### src/hw/rtl/lfs_pkg.sv
// shared types and constants for the line follower steering block
package lfs_pkg;

  localparam int HISTORY_DEPTH_DEF = 5;
  localparam int SENSOR_COUNT_DEF  = 7;

  localparam int DUTY_W = 8;
  localparam int MODE_W = 2;
  localparam int CFG_IDX_W  = 1;
  localparam int CFG_DATA_W = 8;

  localparam logic [DUTY_W-1:0] DUTY_MAX   = 8'd255;
  localparam logic [DUTY_W-1:0] GAIN_RESET = 8'd15;
  localparam logic [DUTY_W-1:0] BASE_RESET = 8'd200;

  localparam logic [MODE_W-1:0] MODE_STRAIGHT   = 2'd0;
  localparam logic [MODE_W-1:0] MODE_SPIN_LEFT  = 2'd1;
  localparam logic [MODE_W-1:0] MODE_SPIN_RIGHT = 2'd2;

  localparam logic [CFG_IDX_W-1:0] REG_GAIN      = 1'd0;
  localparam logic [CFG_IDX_W-1:0] REG_BASE_DUTY = 1'd1;

  // control handed from the input stage to the steering stage
  typedef struct packed {
    logic valid;
    logic hit;
    logic led;
  } lfs_s1_t;

endpackage

### src/hw/rtl/lfs_in_stage.sv
// input register and weighted position error of one sensor word
module lfs_in_stage #(
  parameter int SENSOR_COUNT = lfs_pkg::SENSOR_COUNT_DEF,
  parameter int ERR_W        = 4
) (
  input  logic                    clk,
  input  logic                    rst_n,
  input  logic                    in_valid,
  output logic                    in_stall,
  input  logic [SENSOR_COUNT-1:0] in_sensor_bits,
  input  logic                    take,
  output lfs_pkg::lfs_s1_t        s1,
  output logic signed [ERR_W-1:0] s1_err
);

  localparam int Centre = (SENSOR_COUNT - 1) / 2;

  logic                    valid_r;
  logic                    valid_nxt;
  logic [SENSOR_COUNT-1:0] bits_r;
  logic                    load;

  assign in_stall = valid_r && !take;
  assign load     = in_valid && !in_stall;

  always_comb begin
    valid_nxt = valid_r;
    if (load) begin
      valid_nxt = 1'b1;
    end else if (take) begin
      valid_nxt = 1'b0;
    end
  end

  always_ff @(posedge clk) begin
    if (!rst_n) begin
      valid_r <= 1'b0;
    end else begin
      valid_r <= valid_nxt;
    end
  end

  always_ff @(posedge clk) begin
    if (load) begin
      bits_r <= in_sensor_bits;
    end
  end

  // sensor k weighs k minus the centre index
  always_comb begin
    s1_err = '0;
    for (int k = 0; k < SENSOR_COUNT; k++) begin
      if (bits_r[k]) begin
        s1_err = s1_err + ERR_W'(k - Centre);
      end
    end
  end

  assign s1.valid = valid_r;
  assign s1.hit   = |bits_r;
  assign s1.led   = bits_r[Centre];

endmodule

### src/hw/rtl/lfs_steer.sv
// error history, spin decision, duty math and result register
module lfs_steer #(
  parameter int HISTORY_DEPTH = lfs_pkg::HISTORY_DEPTH_DEF,
  parameter int ERR_W         = 4
) (
  input  logic                        clk,
  input  logic                        rst_n,
  input  lfs_pkg::lfs_s1_t            s1,
  input  logic signed [ERR_W-1:0]     s1_err,
  output logic                        take,
  input  logic [lfs_pkg::DUTY_W-1:0]  gain,
  input  logic [lfs_pkg::DUTY_W-1:0]  base_duty,
  output logic                        out_valid,
  input  logic                        out_stall,
  output logic [lfs_pkg::DUTY_W-1:0]  out_right_duty,
  output logic [lfs_pkg::DUTY_W-1:0]  out_left_duty,
  output logic [lfs_pkg::MODE_W-1:0]  out_drive_mode,
  output logic                        out_led_on
);

  localparam int DW     = lfs_pkg::DUTY_W;
  localparam int PROD_W = ERR_W + DW + 1;
  localparam int SUM_W  = PROD_W + 1;
  localparam int CNT_W  = $clog2(HISTORY_DEPTH + 1);

  logic signed [ERR_W-1:0]  hist_r [HISTORY_DEPTH];
  logic                     valid_r;
  logic                     valid_nxt;
  logic [DW-1:0]            right_r;
  logic [DW-1:0]            left_r;
  logic [lfs_pkg::MODE_W-1:0] mode_r;
  logic                     led_r;
  logic                     load;

  logic signed [PROD_W-1:0] change;
  logic signed [SUM_W-1:0]  base_ext;
  logic signed [SUM_W-1:0]  sum_right;
  logic signed [SUM_W-1:0]  sum_left;
  logic [DW-1:0]            right_duty;
  logic [DW-1:0]            left_duty;
  logic [CNT_W-1:0]         neg_cnt;
  logic [CNT_W-1:0]         pos_cnt;
  logic [DW-1:0]            right_val;
  logic [DW-1:0]            left_val;
  logic [lfs_pkg::MODE_W-1:0] mode_val;

  function automatic logic [DW-1:0] clamp_duty(input logic signed [SUM_W-1:0] v);
    logic over;
    over = (v[SUM_W-2:0] > (SUM_W-1)'(lfs_pkg::DUTY_MAX));
    if (v[SUM_W-1]) begin
      clamp_duty = '0;
    end else if (over) begin
      clamp_duty = lfs_pkg::DUTY_MAX;
    end else begin
      clamp_duty = v[DW-1:0];
    end
  endfunction

  assign take = !valid_r || !out_stall;
  assign load = s1.valid && take;

  always_comb begin
    change    = $signed({1'b0, gain}) * s1_err;
    base_ext  = $signed(SUM_W'({1'b0, base_duty}));
    sum_right = base_ext + SUM_W'(change);
    sum_left  = base_ext - SUM_W'(change);
    right_duty = clamp_duty(sum_right);
    left_duty  = clamp_duty(sum_left);
  end

  // sign tally over the stored errors
  always_comb begin
    neg_cnt = '0;
    pos_cnt = '0;
    for (int k = 0; k < HISTORY_DEPTH; k++) begin
      neg_cnt = neg_cnt + CNT_W'(hist_r[k][ERR_W-1]);
      pos_cnt = pos_cnt + CNT_W'(!hist_r[k][ERR_W-1] && (|hist_r[k]));
    end
  end

  always_comb begin
    if (s1.hit) begin
      right_val = right_duty;
      left_val  = left_duty;
      mode_val  = lfs_pkg::MODE_STRAIGHT;
    end else begin
      right_val = lfs_pkg::DUTY_MAX;
      left_val  = lfs_pkg::DUTY_MAX;
      mode_val  = (neg_cnt > pos_cnt) ? lfs_pkg::MODE_SPIN_LEFT : lfs_pkg::MODE_SPIN_RIGHT;
    end
  end

  always_comb begin
    valid_nxt = valid_r;
    if (load) begin
      valid_nxt = 1'b1;
    end else if (!out_stall) begin
      valid_nxt = 1'b0;
    end
  end

  always_ff @(posedge clk) begin
    if (!rst_n) begin
      valid_r <= 1'b0;
    end else begin
      valid_r <= valid_nxt;
    end
  end

  // oldest entry at index 0, newest error enters at the top
  always_ff @(posedge clk) begin
    if (!rst_n) begin
      for (int k = 0; k < HISTORY_DEPTH; k++) begin
        hist_r[k] <= '0;
      end
    end else if (load && s1.hit) begin
      for (int k = 0; k < HISTORY_DEPTH - 1; k++) begin
        hist_r[k] <= hist_r[k+1];
      end
      hist_r[HISTORY_DEPTH-1] <= s1_err;
    end
  end

  always_ff @(posedge clk) begin
    if (load) begin
      right_r <= right_val;
      left_r  <= left_val;
      mode_r  <= mode_val;
      led_r   <= s1.led;
    end
  end

  assign out_valid      = valid_r;
  assign out_right_duty = right_r;
  assign out_left_duty  = left_r;
  assign out_drive_mode = mode_r;
  assign out_led_on     = led_r;

endmodule

### src/hw/rtl/line_follower_steering.sv
// top level of the line follower proportional steering block
//
//  channel | direction | handshake           | payload
//  in      | sink      | in_valid/in_stall   | in_sensor_bits
//  out     | source    | out_valid/out_stall | out_right_duty, out_left_duty,
//          |           |                     | out_drive_mode, out_led_on
//  cfg     | sink      | cfg_wr_en           | cfg_index, cfg_data
//
// one word per cycle sustained while out_stall is low; a taken word passes
// the input register and then the result register: the duty math and history
// update run on the input register and load the result register.
// synchronous reset clears the error history, gain to 15 and base duty to 200.
// out_stall holds a full result register and, once the input register is also full,
// raises in_stall in the same cycle.
module line_follower_steering #(
  parameter int HISTORY_DEPTH = lfs_pkg::HISTORY_DEPTH_DEF,
  parameter int SENSOR_COUNT  = lfs_pkg::SENSOR_COUNT_DEF
) (
  input  logic                              clk,
  input  logic                              rst_n,
  input  logic                              in_valid,
  output logic                              in_stall,
  input  logic [SENSOR_COUNT-1:0]           in_sensor_bits,
  output logic                              out_valid,
  input  logic                              out_stall,
  output logic [lfs_pkg::DUTY_W-1:0]        out_right_duty,
  output logic [lfs_pkg::DUTY_W-1:0]        out_left_duty,
  output logic [lfs_pkg::MODE_W-1:0]        out_drive_mode,
  output logic                              out_led_on,
  input  logic                              cfg_wr_en,
  input  logic [lfs_pkg::CFG_IDX_W-1:0]     cfg_index,
  input  logic [lfs_pkg::CFG_DATA_W-1:0]    cfg_data
);

  // largest error magnitude is the sum of the weights on the longer side
  localparam int Centre = (SENSOR_COUNT - 1) / 2;
  localparam int Side   = SENSOR_COUNT - 1 - Centre;
  localparam int ErrMax = Side * (Side + 1) / 2;
  localparam int ERR_W  = $clog2(ErrMax + 1) + 1;

  logic [lfs_pkg::DUTY_W-1:0] gain_r;
  logic [lfs_pkg::DUTY_W-1:0] base_duty_r;
  lfs_pkg::lfs_s1_t           s1;
  logic signed [ERR_W-1:0]    s1_err;
  logic                       take;

  always_ff @(posedge clk) begin
    if (!rst_n) begin
      gain_r      <= lfs_pkg::GAIN_RESET;
      base_duty_r <= lfs_pkg::BASE_RESET;
    end else if (cfg_wr_en) begin
      case (cfg_index)
        lfs_pkg::REG_GAIN:      gain_r      <= cfg_data[lfs_pkg::DUTY_W-1:0];
        lfs_pkg::REG_BASE_DUTY: base_duty_r <= cfg_data[lfs_pkg::DUTY_W-1:0];
        default: ;
      endcase
    end
  end

  lfs_in_stage #(
    .SENSOR_COUNT (SENSOR_COUNT),
    .ERR_W        (ERR_W)
  ) u_in_stage (
    .clk            (clk),
    .rst_n          (rst_n),
    .in_valid       (in_valid),
    .in_stall       (in_stall),
    .in_sensor_bits (in_sensor_bits),
    .take           (take),
    .s1             (s1),
    .s1_err         (s1_err)
  );

  lfs_steer #(
    .HISTORY_DEPTH (HISTORY_DEPTH),
    .ERR_W         (ERR_W)
  ) u_steer (
    .clk            (clk),
    .rst_n          (rst_n),
    .s1             (s1),
    .s1_err         (s1_err),
    .take           (take),
    .gain           (gain_r),
    .base_duty      (base_duty_r),
    .out_valid      (out_valid),
    .out_stall      (out_stall),
    .out_right_duty (out_right_duty),
    .out_left_duty  (out_left_duty),
    .out_drive_mode (out_drive_mode),
    .out_led_on     (out_led_on)
  );

endmodule

### config.mk
export PLATFORM = sky130hd
export DESIGN_NAME = line_follower_steering
export DESIGN_NICKNAME = d
export VERILOG_FILES = /design/src/hw/rtl/lfs_pkg.sv /design/src/hw/rtl/lfs_in_stage.sv /design/src/hw/rtl/lfs_steer.sv /design/src/hw/rtl/line_follower_steering.sv
export SDC_FILE = /design/constraint.sdc
export NUM_CORES = 1
export LEC_CHECK = 0
export BUFFER_PORTS_ARGS = -buffer_cell sky130_fd_sc_hd__buf_2
export CAP_MARGIN = 10
export CORE_MARGIN = 5
export CORE_UTILIZATION = 55
export CTS_BUF_LIST = sky130_fd_sc_hd__clkbuf_8
export CTS_CLUSTER_DIAMETER = 50
export CTS_CLUSTER_SIZE = 20
export DETAILED_ROUTE_END_ITERATION = 8
export PLACE_DENSITY = 0.78
export SYNTH_ARGS = -nofsm -noshare
export SYNTH_HDL_FRONTEND = slang
export SYNTH_SLANG_ARGS = --single-unit
### constraint.sdc
create_clock -name clk -period 7.3 [get_ports clk]
set_input_delay 0 -clock clk [delete_from_list [all_inputs] [get_ports clk]]
set_output_delay 0 -clock clk [all_outputs]
set_load 0.005 [all_outputs]
==> results.md <==
* Hold slack final at 0.0651 ns
* Clock slew at reported path FFs at 0.07 ns
* Count of state elements after synthesis at 64
* Final antenna-violating net count at 0
* Min-delay src: cfg_index
* CP Class: reg -> reg
* PortBufs at 41
* Largest net degree at the start of global routing at 31
* Synth cell types at 61
* H-Tree Depth at 3
* Slowest-stage cell, CP: fa_1
* Largest family of logic cells by synthesized area: adder cells
* Initial antenna violation count at 0
* Num ports at 42
* Setup crit start kind: flop
* WP data arrival at 7.13 ns
* Hpwl dp at 7410 microns
* Clock buffer depth at 2
* Post-synth EDFFs at 46
* Routability congestion estimate at 0.898
* Die extent in x at 105 microns
* GRT Overall Usage at 0.184
* Seq/Total Area, Yosys at 0.349
* Crit. End Element: flop
* Synth Area per Inst at 9.80 sq um
* Post-synth top flop: edfxtp_1
* Adder-Cell Fraction of Synth Area at 0.211
* Yosys top cell area share at 0.276
* Synth warn at 0
* First-pass GRT wire length at 16800 microns
* Final Hold Fails at 0
* Core area at 8810 sq um
* Cell taking the most area after synthesis: edfxtp_1
* Synthesized area at 5000 sq um
* Synth top area cells: edfxtp_1 28%, ha_1 14%, fa_1 7.6%
* R2R Path Start: u_in_stage.bits_r[0]
* Post-synthesis xor/xnor area fraction at 0.0436
* Antenna cells at 0
* R2R Path End: u_steer.out_right_duty[1]
* R2R Setup Slk at 0.25 ns
* Synth Area in Compound Gates at 0.133
* CTS tree: yes
* Die extent in y at 105 microns
* Vias in the first global route at 3806
* # DRC at 0
* Pre-Repair DR Iteration Count at 4
* CP Max Fanout at 8
* GRT Max-Usage Layer: met2
* Simple-gate share of the synthesized area at 0.205
* Max_cap viols at 0
* Placed cell areas at 5290 sq um
* Crit share post-route at 0.966
* DRT iter0 DRCs at 161
* Worst Hold Depth at 4
* Top cells by count, synth: 56 x nand2_1, 54 x ha_1, 47 x inv_1
* Synth-to-Final Area Change at 17.4%
* Met1 usage at 0.226
* Congestion Overflow GR at 0
* Mux contribution to synthesized area at 0.00901
* CP cell instances: inv_1 > ha_1 > a21oi_2 > ha_1 > mux2_2 > ha_1 > mux2i_2 > a211oi_2 > xnor2_1 > or2_2 > fa_1 > fa_1 > fa_1 > inv_1 > ha_1 > fa_2 > ha_4 > nand3_1 > o211ai_1 > o21ai_0 > a211o_1 > or4_1 > nand2_4 > a211oi_2
* Final nets at 670
* Req. time, crit path at 7.38 ns
* Met3 usage at 0.0361
* Initial Util at 0.567
* Top-count cell post-synth: nand2_1
* Critical Path Most Common Cell: ha_1
* Setup Viol. Count Final at 0
* Routed WL at 10000 microns
* Design Area, Final at 5860 sq um
* Gate Count Post-Synth at 510
* R2R depth at 24
* Vias per cell at 5.55
* Slew Limit Fails at 0
* Slew margin rel. at 0.243
* CTS Buf Count at 9
* Hold Path Class: in -> reg
* Met2 GRT Util at 0.315
* CTS Sinks at 64
* Layout cells sized above 1 at 0.181
* Crit path time final at 7.05 ns
* Post-Syn Nets at 604
* Worst-Skew Late Latency at 0.35 ns
* Wirelength per Cell at 14.5 microns
* Die area at 11100 sq um
* Via count at 3824
* Skew final at 0.0102 ns
* FFs w/ async S/R, synth at 0
* Row cnt at 34
* CP max stage delay at 0.51 ns
* Max Freq at 0.142 GHz
* Status: complete, no violations
* Root Buffer: clkbuf_8
* Hold path endpoint: gain_r[5]
* Worst-margin pin slew at 1.13 ns
layout make-up:
type	count	area [sq um]
Clock buffer	9	124
Timing Repair Buffer	72	495
Inverter	47	176
Multi-Input combinational cell	382	3110
Tap cell	108	135
Fill cell	653	2940
Sequential cell	64	1740
Clock inverter	7	80.1
cells in the final DEF (no fill, tap or decap), types with 2 or more instances in the layout:
cell           instances
a21oi_1               15
buf_4                  8
and2_1                33
a211oi_2              10
a21boi_0               9
dfxtp_1               18
o21ai_0               10
nand2b_1               5
edfxtp_1              46
xor2_1                 6
o21bai_1               3
a31oi_1                8
and3_1                 9
o21a_1                 2
o31ai_1                2
ha_1                  51
nor2b_1               15
clkbuf_8               9
xnor2_1               16
inv_1                 50
nand2_1               56
o211ai_1               2
a21o_1                 4
mux2i_2                2
o21ai_1                2
or2_2                  5
nor4_1                 2
bufinv_16              2
a21oi_2                3
buf_2                 41
nor3_1                18
nand3_1               15
nor2_1                22
dlygate4sd3_1         23
nand3b_1               3
ha_4                   2
fa_1                  18
nor3_2                 4
registers in the layout, indices dropped and copies added (netlist names):
signal / cells
u_steer.out_left_duty: 8
u_in_stage.bits_r: 7
u_steer.out_valid: 1
u_steer.out_drive_mode: 2
u_steer.hist_r: 20
u_steer.out_led_on: 1
base_duty_r: 8
gain_r: 8
u_in_stage.valid_r: 1
u_steer.out_right_duty: 8
per-layer routing:
layer,wire length [microns],up-vias,share of wire
met2,4990,91,0.50
met3,465,18,0.046
met4,184,0,0.018
met5,0,-,0
li1,-,1902,-
met1,4370,1813,0.44
worst max path at each step:
stage | start | end
after floorplan | u_in_stage.bits_r[0] | u_steer.out_left_duty[2]
after global placement | u_in_stage.bits_r[0] | u_steer.out_left_duty[6]
after detailed placement | u_in_stage.bits_r[0] | u_steer.out_left_duty[7]
after CTS | u_in_stage.bits_r[0] | u_steer.out_left_duty[5]
after global routing | u_in_stage.bits_r[0] | u_steer.out_right_duty[1]
final | u_in_stage.bits_r[0] | u_steer.out_right_duty[1]
stage by stage:
stage | setup slack (ns) | util | std cells | TNS, ns
2_1_floorplan | 0.399 | - | 510 | 0
3_3_place_gp | 0.223 | 0.601 | 645 | 0
3_5_place_dp | -0.00488 | 0.601 | 645 | -0.00488
4_1_cts | 0.0161 | 0.651 | 685 | 0
5_1_grt | -0.0498 | 0.666 | 689 | -0.360
6_report | 0.251 | 0.666 | 689 | 0
worst max-delay path, delay by kind of cell, from the launching register on:
family	cells	cell delay [ns]
adder cells (fa/ha/maj)	9	3.41
AO/OA/AOI/OAI	6	1.17
AND/OR/NAND/NOR	4	1.03
multiplexers	2	0.51
flip-flops	1	0.39
XOR/XNOR	1	0.16
buffers and inverters	2	0.12
kinds of logic (layout without fill, tap and decap cells):
group / Yosys count / in the layout
AOI/OAI and AO/OA: 85 / 85
xor gates and xnor gates: 24 / 24
adders and majority gates: 73 / 73
buffers and inverters: 64 / 135
DFF: 64 / 64
muxes: 4 / 4
and+or+nand+nor: 196 / 196
repair_timing:
item,in CTS,in global routing
hold endpoints to repair,25,0
hold buffers,23,0
resized for setup,0,19
pin swaps,1,3
setup buffers,1,4
setup endpoints to repair,5,16
Power is left out: the tool's default activity adds up to more than one toggle a clock period on the data nets, which glitch-free logic cannot reach.
